File: src/rtl/five_bin_dft_accumulator_top_defines.svh
// Assertion macros shared by the five-bin DFT accumulator RTL.
// Included by modules that check their own control logic; needs no other file.
`ifndef FIVE_BIN_DFT_ACCUMULATOR_TOP_DEFINES_SVH
`define FIVE_BIN_DFT_ACCUMULATOR_TOP_DEFINES_SVH

`ifndef SYNTHESIS
// antecedent and consequent in the same cycle
`define FBDFT_ASSERT_IMP(label, ante, cons) \
    label: assert property (@(posedge clk) disable iff (!rst_n) (ante) |-> (cons)) \
        else $error("fbdft: same-cycle check failed");
// consequent in the cycle after the antecedent
`define FBDFT_ASSERT_NXT(label, ante, cons) \
    label: assert property (@(posedge clk) disable iff (!rst_n) (ante) |=> (cons)) \
        else $error("fbdft: next-cycle check failed");
`else
`define FBDFT_ASSERT_IMP(label, ante, cons)
`define FBDFT_ASSERT_NXT(label, ante, cons)
`endif

`endif

File: src/rtl/fbdft_pkg.sv
// Types, widths and coefficient table for the five-bin DFT accumulator.
// No dependencies; imported by every module of the block.
`default_nettype none

package fbdft_pkg;

    localparam int NUM_BINS       = 5;
    localparam int BIN_BITS       = 3;
    localparam int IDX_BITS       = 4;
    localparam int CMD_BITS       = 2;
    localparam int SUM_BITS       = 28;
    localparam int COEF_MAG_BITS  = 11;   // coefficient magnitude, up to 1024
    localparam int QUOT_SHIFT     = 10;   // divide by 1024
    localparam int QUOT_BITS      = SUM_BITS - QUOT_SHIFT;
    localparam int SQ_BITS        = 2 * QUOT_BITS;
    localparam int MAG_BITS       = 34;
    localparam int OUT_TDATA_BITS = 40;
    localparam int OUT_PAD_BITS   = OUT_TDATA_BITS - MAG_BITS - BIN_BITS;

    typedef enum logic [CMD_BITS-1:0] {
        CMD_ACC   = 2'd0,
        CMD_READ  = 2'd1,
        CMD_CLEAR = 2'd2
    } cmd_t;

    // magnitude codes of the scale-1024 cosine table
    typedef enum logic [2:0] {
        CF_ZERO,
        CF_392,
        CF_724,
        CF_946,
        CF_1024
    } coef_mag_t;

    typedef struct packed {
        logic      neg;
        coef_mag_t mag;
    } coef_sel_t;

    typedef struct packed {
        logic                acc_en;
        logic                clr_all;
        logic                clr_bin;
        logic [BIN_BITS-1:0] bin;
    } bank_ctrl_t;

    // round(1024*cos(2*pi*n/16)) as sign and magnitude code
    function automatic coef_sel_t coef_lookup(input logic [IDX_BITS-1:0] n);
        coef_sel_t c;
        c.neg = 1'b0;
        c.mag = CF_ZERO;
        case (n)
            4'd0:    begin c.neg = 1'b0; c.mag = CF_1024; end
            4'd1:    begin c.neg = 1'b0; c.mag = CF_946;  end
            4'd2:    begin c.neg = 1'b0; c.mag = CF_724;  end
            4'd3:    begin c.neg = 1'b0; c.mag = CF_392;  end
            4'd4:    begin c.neg = 1'b0; c.mag = CF_ZERO; end
            4'd5:    begin c.neg = 1'b1; c.mag = CF_392;  end
            4'd6:    begin c.neg = 1'b1; c.mag = CF_724;  end
            4'd7:    begin c.neg = 1'b1; c.mag = CF_946;  end
            4'd8:    begin c.neg = 1'b1; c.mag = CF_1024; end
            4'd9:    begin c.neg = 1'b1; c.mag = CF_946;  end
            4'd10:   begin c.neg = 1'b1; c.mag = CF_724;  end
            4'd11:   begin c.neg = 1'b1; c.mag = CF_392;  end
            4'd12:   begin c.neg = 1'b0; c.mag = CF_ZERO; end
            4'd13:   begin c.neg = 1'b0; c.mag = CF_392;  end
            4'd14:   begin c.neg = 1'b0; c.mag = CF_724;  end
            default: begin c.neg = 1'b0; c.mag = CF_946;  end
        endcase
        return c;
    endfunction

endpackage

`default_nettype wire

File: src/rtl/fbdft_bank.sv
// Ten running sums (real and imaginary for five bins) with their
// constant-coefficient multiply-accumulate. Depends on fbdft_pkg.
`default_nettype none

module fbdft_bank #(
    parameter int SAMPLE_BITS = 13
) (
    input  logic                                 clk,
    input  logic                                 rst_n,
    input  fbdft_pkg::bank_ctrl_t                ctrl,
    input  logic [fbdft_pkg::IDX_BITS-1:0]       idx,
    input  logic signed [SAMPLE_BITS-1:0]        sample,
    output logic signed [fbdft_pkg::SUM_BITS-1:0] rd_re,
    output logic signed [fbdft_pkg::SUM_BITS-1:0] rd_im
);

    import fbdft_pkg::*;

    localparam int PROD_BITS = SAMPLE_BITS + COEF_MAG_BITS;

    logic signed [PROD_BITS-1:0] se;
    logic signed [PROD_BITS-1:0] p392;
    logic signed [PROD_BITS-1:0] p724;
    logic signed [PROD_BITS-1:0] p946;
    logic signed [PROD_BITS-1:0] p1024;

    logic signed [SUM_BITS-1:0] re_sum_reg  [NUM_BINS];
    logic signed [SUM_BITS-1:0] im_sum_reg  [NUM_BINS];
    logic signed [SUM_BITS-1:0] re_sum_next [NUM_BINS];
    logic signed [SUM_BITS-1:0] im_sum_next [NUM_BINS];

    // the four coefficient magnitudes are shared by all ten products
    always_comb
    begin
        se    = PROD_BITS'(sample);
        p392  = (se <<< 8) + (se <<< 7) + (se <<< 3);
        p724  = (se <<< 9) + (se <<< 7) + (se <<< 6) + (se <<< 4) + (se <<< 2);
        p946  = (se <<< 10) - (se <<< 6) - (se <<< 3) - (se <<< 2) - (se <<< 1);
        p1024 = se <<< 10;
    end

    function automatic logic signed [PROD_BITS-1:0] pick(
        input coef_mag_t                   m,
        input logic signed [PROD_BITS-1:0] a392,
        input logic signed [PROD_BITS-1:0] a724,
        input logic signed [PROD_BITS-1:0] a946,
        input logic signed [PROD_BITS-1:0] a1024
    );
        logic signed [PROD_BITS-1:0] r;
        case (m)
            CF_392:  r = a392;
            CF_724:  r = a724;
            CF_946:  r = a946;
            CF_1024: r = a1024;
            default: r = '0;
        endcase
        return r;
    endfunction

    for (genvar k = 0; k < NUM_BINS; k++)
    begin : g_bin
        logic [IDX_BITS-1:0]          n_re;
        logic [IDX_BITS-1:0]          n_im;
        coef_sel_t                    c_re;
        coef_sel_t                    c_im;
        logic signed [PROD_BITS-1:0]  p_re;
        logic signed [PROD_BITS-1:0]  p_im;

        // phase index (k+1)*n mod 16; the imaginary part uses the cosine a quarter turn ahead (the negated sine)
        assign n_re = IDX_BITS'(idx * IDX_BITS'(k + 1));
        assign n_im = n_re + IDX_BITS'(4);
        assign c_re = coef_lookup(n_re);
        assign c_im = coef_lookup(n_im);
        assign p_re = pick(c_re.mag, p392, p724, p946, p1024);
        assign p_im = pick(c_im.mag, p392, p724, p946, p1024);

        always_comb
        begin
            re_sum_next[k] = re_sum_reg[k];
            im_sum_next[k] = im_sum_reg[k];
            if (ctrl.clr_all || (ctrl.clr_bin && ctrl.bin == BIN_BITS'(k)))
            begin
                re_sum_next[k] = '0;
                im_sum_next[k] = '0;
            end
            else if (ctrl.acc_en)
            begin
                re_sum_next[k] = c_re.neg ? re_sum_reg[k] - SUM_BITS'(p_re)
                                          : re_sum_reg[k] + SUM_BITS'(p_re);
                im_sum_next[k] = c_im.neg ? im_sum_reg[k] - SUM_BITS'(p_im)
                                          : im_sum_reg[k] + SUM_BITS'(p_im);
            end
        end
    end

    always_ff @(posedge clk or negedge rst_n)
    begin
        if (!rst_n)
        begin
            for (int k = 0; k < NUM_BINS; k++)
            begin
                re_sum_reg[k] <= '0;
                im_sum_reg[k] <= '0;
            end
        end
        else
        begin
            for (int k = 0; k < NUM_BINS; k++)
            begin
                re_sum_reg[k] <= re_sum_next[k];
                im_sum_reg[k] <= im_sum_next[k];
            end
        end
    end

    // read port for the selected bin
    always_comb
    begin
        rd_re = '0;
        rd_im = '0;
        if (ctrl.bin < BIN_BITS'(NUM_BINS))
        begin
            rd_re = re_sum_reg[ctrl.bin];
            rd_im = im_sum_reg[ctrl.bin];
        end
    end

endmodule

`default_nettype wire

File: src/rtl/fbdft_mag.sv
// Squared magnitude of one bin: truncate both sums by 1024 toward zero,
// square, add and saturate to 34 bits. Depends on fbdft_pkg.
`default_nettype none

module fbdft_mag (
    input  logic signed [fbdft_pkg::SUM_BITS-1:0] re,
    input  logic signed [fbdft_pkg::SUM_BITS-1:0] im,
    output logic [fbdft_pkg::MAG_BITS-1:0]        mag
);

    import fbdft_pkg::*;

    logic [QUOT_BITS-1:0] abs_re;
    logic [QUOT_BITS-1:0] abs_im;
    logic [SQ_BITS-1:0]   sq_re;
    logic [SQ_BITS-1:0]   sq_im;
    logic [SQ_BITS:0]     total;

    // bias negative sums so the arithmetic shift truncates toward zero
    function automatic logic [QUOT_BITS-1:0] quot_abs(input logic signed [SUM_BITS-1:0] s);
        logic signed [SUM_BITS-1:0]  biased;
        logic signed [QUOT_BITS-1:0] q;
        biased = s + (s[SUM_BITS-1] ? SUM_BITS'((1 << QUOT_SHIFT) - 1) : SUM_BITS'(0));
        q      = QUOT_BITS'(biased >>> QUOT_SHIFT);
        return q[QUOT_BITS-1] ? QUOT_BITS'(-q) : QUOT_BITS'(q);
    endfunction

    always_comb
    begin
        abs_re = quot_abs(re);
        abs_im = quot_abs(im);
        sq_re  = abs_re * abs_re;
        sq_im  = abs_im * abs_im;
        total  = (SQ_BITS + 1)'(sq_re) + (SQ_BITS + 1)'(sq_im);
        if (total[SQ_BITS:MAG_BITS] != '0)
            mag = '1;
        else
            mag = total[MAG_BITS-1:0];
    end

endmodule

`default_nettype wire

File: src/rtl/five_bin_dft_accumulator_top.sv
// Top level of the five-bin DFT tone detector: input register, command
// decode, output register. Uses fbdft_pkg, fbdft_bank, fbdft_mag and the defines header.
//
// Usage
//   s_axis carries one command word per handshake: tuser holds the command
//   (accumulate, read-and-clear one bin, clear all), tdata the sample index,
//   the signed sample and the bin select. m_axis returns one word for each
//   read of a valid bin: the 34-bit saturated squared magnitude and the bin.
//   Accumulate, clear-all, unused commands and reads of bins 5..7 give no word.
//   A read word taken into the input register has its result loaded into the
//   output register and presented on m_axis. Throughput: one word per cycle
//   on s_axis while no read waits on a stalled m_axis; the multiply-accumulate
//   and magnitude path is combinational between the input and output registers.
//   Reset clears all ten sums and empties both registers.
//   When m_axis stalls with a result pending, one more word is taken into the
//   input register; accumulate and clear words keep flowing past the stalled
//   result, and s_axis_tready drops only when a read sits waiting behind it.
`default_nettype none
`include "five_bin_dft_accumulator_top_defines.svh"

module five_bin_dft_accumulator_top #(
    parameter int SAMPLE_BITS = 13,
    localparam int IN_TDATA_BITS =
        ((fbdft_pkg::IDX_BITS + SAMPLE_BITS + fbdft_pkg::BIN_BITS + 7) / 8) * 8
) (
    input  logic                                  clk,
    input  logic                                  rst_n,
    input  logic                                  s_axis_tvalid,
    output logic                                  s_axis_tready,
    // sample_index, sample, bin_select, zero pad
    input  logic [IN_TDATA_BITS-1:0]              s_axis_tdata,
    // cmd
    input  logic [fbdft_pkg::CMD_BITS-1:0]        s_axis_tuser,
    output logic                                  m_axis_tvalid,
    input  logic                                  m_axis_tready,
    // magnitude, bin_read, zero pad
    output logic [fbdft_pkg::OUT_TDATA_BITS-1:0]  m_axis_tdata
);

    import fbdft_pkg::*;

    logic                         in_valid_reg;
    cmd_t                         in_cmd_reg;
    logic [IDX_BITS-1:0]          in_idx_reg;
    logic signed [SAMPLE_BITS-1:0] in_sample_reg;
    logic [BIN_BITS-1:0]          in_bin_reg;

    logic                         out_valid_reg;
    logic                         out_valid_next;
    logic [MAG_BITS-1:0]          out_mag_reg;
    logic [BIN_BITS-1:0]          out_bin_reg;

    logic                         accept;
    logic                         produces;
    logic                         advance;
    bank_ctrl_t                   bank_ctrl;
    logic signed [SUM_BITS-1:0]   rd_re;
    logic signed [SUM_BITS-1:0]   rd_im;
    logic [MAG_BITS-1:0]          mag;

    assign produces      = (in_cmd_reg == CMD_READ) && (in_bin_reg < BIN_BITS'(NUM_BINS));
    // a read waits only for the output register; other words never wait
    assign advance       = in_valid_reg && (!produces || !out_valid_reg || m_axis_tready);
    assign s_axis_tready = !in_valid_reg || advance;
    assign accept        = s_axis_tvalid && s_axis_tready;

    always_ff @(posedge clk or negedge rst_n)
    begin
        if (!rst_n)
            in_valid_reg <= 1'b0;
        else if (s_axis_tready)
            in_valid_reg <= s_axis_tvalid;
    end

    always_ff @(posedge clk)
    begin
        if (accept)
        begin
            in_cmd_reg    <= cmd_t'(s_axis_tuser);
            in_idx_reg    <= s_axis_tdata[IDX_BITS-1:0];
            in_sample_reg <= s_axis_tdata[IDX_BITS +: SAMPLE_BITS];
            in_bin_reg    <= s_axis_tdata[IDX_BITS + SAMPLE_BITS +: BIN_BITS];
        end
    end

    // command decode
    always_comb
    begin
        bank_ctrl.acc_en  = 1'b0;
        bank_ctrl.clr_all = 1'b0;
        bank_ctrl.clr_bin = 1'b0;
        bank_ctrl.bin     = in_bin_reg;
        unique case (in_cmd_reg)
            CMD_ACC:   bank_ctrl.acc_en  = advance;
            CMD_READ:  bank_ctrl.clr_bin = advance && produces;
            CMD_CLEAR: bank_ctrl.clr_all = advance;
            default:   bank_ctrl.acc_en  = 1'b0;
        endcase
    end

    fbdft_bank #(
        .SAMPLE_BITS (SAMPLE_BITS)
    ) u_bank (
        .clk    (clk),
        .rst_n  (rst_n),
        .ctrl   (bank_ctrl),
        .idx    (in_idx_reg),
        .sample (in_sample_reg),
        .rd_re  (rd_re),
        .rd_im  (rd_im)
    );

    fbdft_mag u_mag (
        .re  (rd_re),
        .im  (rd_im),
        .mag (mag)
    );

    always_comb
    begin
        out_valid_next = out_valid_reg && !m_axis_tready;
        if (bank_ctrl.clr_bin)
            out_valid_next = 1'b1;
    end

    always_ff @(posedge clk or negedge rst_n)
    begin
        if (!rst_n)
            out_valid_reg <= 1'b0;
        else
            out_valid_reg <= out_valid_next;
    end

    always_ff @(posedge clk)
    begin
        if (bank_ctrl.clr_bin)
        begin
            out_mag_reg <= mag;
            out_bin_reg <= in_bin_reg;
        end
    end

    assign m_axis_tvalid = out_valid_reg;
    assign m_axis_tdata  = {{OUT_PAD_BITS{1'b0}}, out_bin_reg, out_mag_reg};

    `FBDFT_ASSERT_NXT(a_read_loads_out, bank_ctrl.clr_bin, out_valid_reg)
    `FBDFT_ASSERT_IMP(a_out_from_read, $rose(out_valid_reg), $past(bank_ctrl.clr_bin))
    `FBDFT_ASSERT_NXT(a_hold_waiting_word, in_valid_reg && !advance, in_valid_reg && $stable(in_bin_reg))
    `FBDFT_ASSERT_IMP(a_out_bin_range, out_valid_reg, out_bin_reg < BIN_BITS'(NUM_BINS))

endmodule

`default_nettype wire

File: config.mk
export PLATFORM = sky130hd
export DESIGN_NAME = five_bin_dft_accumulator_top
export DESIGN_NICKNAME = d
export VERILOG_FILES = /design/src/rtl/fbdft_pkg.sv /design/src/rtl/fbdft_bank.sv /design/src/rtl/fbdft_mag.sv /design/src/rtl/five_bin_dft_accumulator_top.sv
export VERILOG_INCLUDE_DIRS = /design/src /design/src/rtl
export SDC_FILE = /design/constraint.sdc
export NUM_CORES = 2
export LEC_CHECK = 0
export BUFFER_PORTS_ARGS = -buffer_cell sky130_fd_sc_hd__buf_2
export CORE_UTILIZATION = 54
export CTS_BUF_LIST = sky130_fd_sc_hd__clkbuf_8
export DETAILED_ROUTE_END_ITERATION = 6
export HOLD_SLACK_MARGIN = 0.1
export PLACE_DENSITY = 0.66
export SLEW_MARGIN = 20
export SYNTH_ARGS = -nofsm -noshare
export SYNTH_HDL_FRONTEND = slang
export SYNTH_HIERARCHICAL = 1
export SYNTH_SLANG_ARGS = --single-unit
File: constraint.sdc
create_clock -name clk -period 16.8 [get_ports clk]
set_input_delay 3.36 -clock clk [delete_from_list [all_inputs] [get_ports clk]]
set_output_delay 3.36 -clock clk [all_outputs]
set_load 0.02 [all_outputs]
==> flow_summary.json <==
{
  "status": "completed",
  "cp-end-kind": "register",
  "clock.fmax_mhz": 66.7,
  "viasPerCell": 6.25,
  "detail_route.first_pass.iterations": 6,
  "placedCellCount": 8608,
  "ys_types": 127,
  "rsz0062_at_grt": "no",
  "ctsResizeCount": 0,
  "antenna_found_initial": 10,
  "r2r-end": "out_mag_reg[3]$_DFFE_PP_",
  "clock_latency_ns": 0.74,
  "ctsHoldBuffers": 0,
  "critPathRequiredTime_ns": 17.26,
  "stdcell_count": 8744,
  "syn_area_per_cell_sq_um": 8.31,
  "gp_congestion": 1.05,
  "cts_sinks": 325,
  "cp.depth": 49,
  "synthCells": 7203,
  "cts.clk_slew.worst_paths_ns": 0.05,
  "dp_hpwl_um": 179000,
  "hold_path.class": "reg -> reg",
  "netlist_area_sq_um": 59800,
  "arrival_ns": 15.45,
  "crit_slowest_cell": "nor2b_1",
  "drtIter0Drc": 4999,
  "crit_fanout": 28,
  "layout_commonest_cell": "inv_1",
  "grt_pass1_wl_um": 337000,
  "mostFrequentLayoutCells": "inv_1, nor2_1, nand2_1",
  "routed_wl_um": 226000,
  "grt_pass1_vias": 53692,
  "wire_per_inst_um": 25.9,
  "fin_crit_ns": 14.99,
  "fin_skew_ns": 0.0642,
  "cp_common_cell": "fa_1",
  "drive_above_1_share_pct": 7.20,
  "path_buf_inv": 12,
  "min_period_over_period_pct": 89.2,
  "layout_setup_ws_ns": 1.81,
  "grt.overflow.total": 0,
  "cts-root-buf": "clkbuf_8",
  "setup_viol": 0,
  "dominantRegCellSynth": "dfrtp_1",
  "r2r_cells": 49,
  "cts_buffers": 72,
  "hold_viol": 0,
  "synthArstFlopShare_pct": 81.8,
  "drtAntennaViolNets": 0,
  "drc": 0,
  "clk_path_buf_depth": 3,
  "cts-htree-levels": 3,
  "io_pins": 72,
  "rows": 121,
  "die_y_um": 335,
  "die_w_um": 335,
  "area_growth_pct": 6.13,
  "slowest_delay_ns": 1.02,
  "post-place-ws_ns": 1.85,
  "grt_start_max_net_pins": 126,
  "start_kind": "register",
  "slew_headroom_pct": 12.5,
  "die-area_sq_um": 112000,
  "ys_seq_area_share_pct": 14.1,
  "drv_cap": 0,
  "grt_usage_pct": 40.4,
  "yosys.area.top_type": "fa_1",
  "post_cts_buffers": 0,
  "cts_tree": "yes",
  "num_vias": 54669,
  "synth_edf_count": 59,
  "cpLargestDelayFamily": "adder cells",
  "rrSetupSlack_ns": 1.81,
  "crit_path_start": "in_bin_reg[1]$_DFFE_PP_",
  "ys_ff_latch": 325,
  "yosys.area.top_type_share_pct": 19.1,
  "endpoint": "out_mag_reg[3]$_DFFE_PP_",
  "portBuffers": 64,
  "core_region_area_sq_um": 109000,
  "finalNetCount": 8365,
  "start_util_pct": 54.7,
  "crit_type": "reg -> reg",
  "slew_viol_final": 0,
  "r2r-start": "in_bin_reg[1]$_DFFE_PP_",
  "yosysWarnings": 6,
  "worst_pin_slew_ns": 1.31,
  "final.setup.tns_ns": 0,
  "synth_area_leaders": "fa_1, ha_1, dfrtp_1"
}
per-layer routing:
metal	part of all wire [%]	GRT usage [%]
met5	0.025	0
met4	7.9	26.7
met3	7.8	7.30
met1	39	49.7
met2	45	64.9
final cells by class:
class	count	area, sq um
clock inverters	53	272
fillers	10178	45800
repair buffers	211	1440
multi-input cells	5692	47000
flip-flops and latches	325	8430
diodes	3	7.51
inverters	904	3400
well taps	1476	1850
clock buffers	80	1100
stage by stage:
step                      util, %  hold WS, ns  instance area (sq um)
final                        58.1        0.482                  63500
after global routing         58.1        0.496                  63500
after CTS                    58.1        0.480                  63500
after detailed placement     56.8        0.466                  62100
after global placement       56.8        0.463                  62100
after floorplan                 -        0.448                  59900
Yosys cell counts (16+ instances only):
cell type	instances
a221oi_1	34
mux2i_1	177
xor2_1	173
ha_1	557
a211oi_1	64
and4_1	17
a31o_2	16
nor2b_1	57
o211ai_1	38
nor2_1	753
nand3_1	133
nor3_1	145
o21a_1	75
fa_1	572
a21o_1	131
a22oi_1	44
o22ai_1	37
a21oi_1	430
or3_1	50
a222oi_1	18
o31ai_1	32
or2_2	28
edfxtp_1	59
nand4_1	45
xnor2_1	290
and3_1	53
a221o_1	26
inv_1	879
buf_2	29
nand2b_1	71
o21ai_1	22
buf_1	42
dfrtp_1	266
o21bai_1	33
nor4_1	21
nand2_1	652
o21ai_0	300
mux4_2	50
a31oi_1	67
and2_1	70
a211o_1	21
clkbuf_1	226
worst min path at each step:
stage	cells past startpoint	endpoint	startpoint	slack, ns
CTS	1	u_bank/re_sum_reg[34]$_DFFE_PN0P_	u_bank/re_sum_reg[34]$_DFFE_PN0P_	0.48
detailed placement	1	u_bank/im_sum_reg[32]$_DFFE_PN0P_	u_bank/im_sum_reg[32]$_DFFE_PN0P_	0.47
global placement	1	u_bank/im_sum_reg[35]$_DFFE_PN0P_	u_bank/im_sum_reg[35]$_DFFE_PN0P_	0.46
floorplan	1	u_bank/im_sum_reg[31]$_DFFE_PN0P_	u_bank/im_sum_reg[31]$_DFFE_PN0P_	0.45
global route	1	u_bank/re_sum_reg[36]$_DFFE_PN0P_	u_bank/re_sum_reg[36]$_DFFE_PN0P_	0.50
finish	1	u_bank/re_sum_reg[33]$_DFFE_PN0P_	u_bank/re_sum_reg[33]$_DFFE_PN0P_	0.48
kinds of logic after synthesis:
group	after synthesis	share of synthesized area, %
compound gates	1635	18.4
flops	325	14.1
mux	240	5.10
fa+ha+maj	1130	30.8
simple gates	2189	16.9
buf+inv	1212	7.74
xor+xnor	468	6.91
other cells	4	0.0251
Power is not shown: default switching activity piles up to over one toggle a cycle in this logic, so the estimate is an artifact.
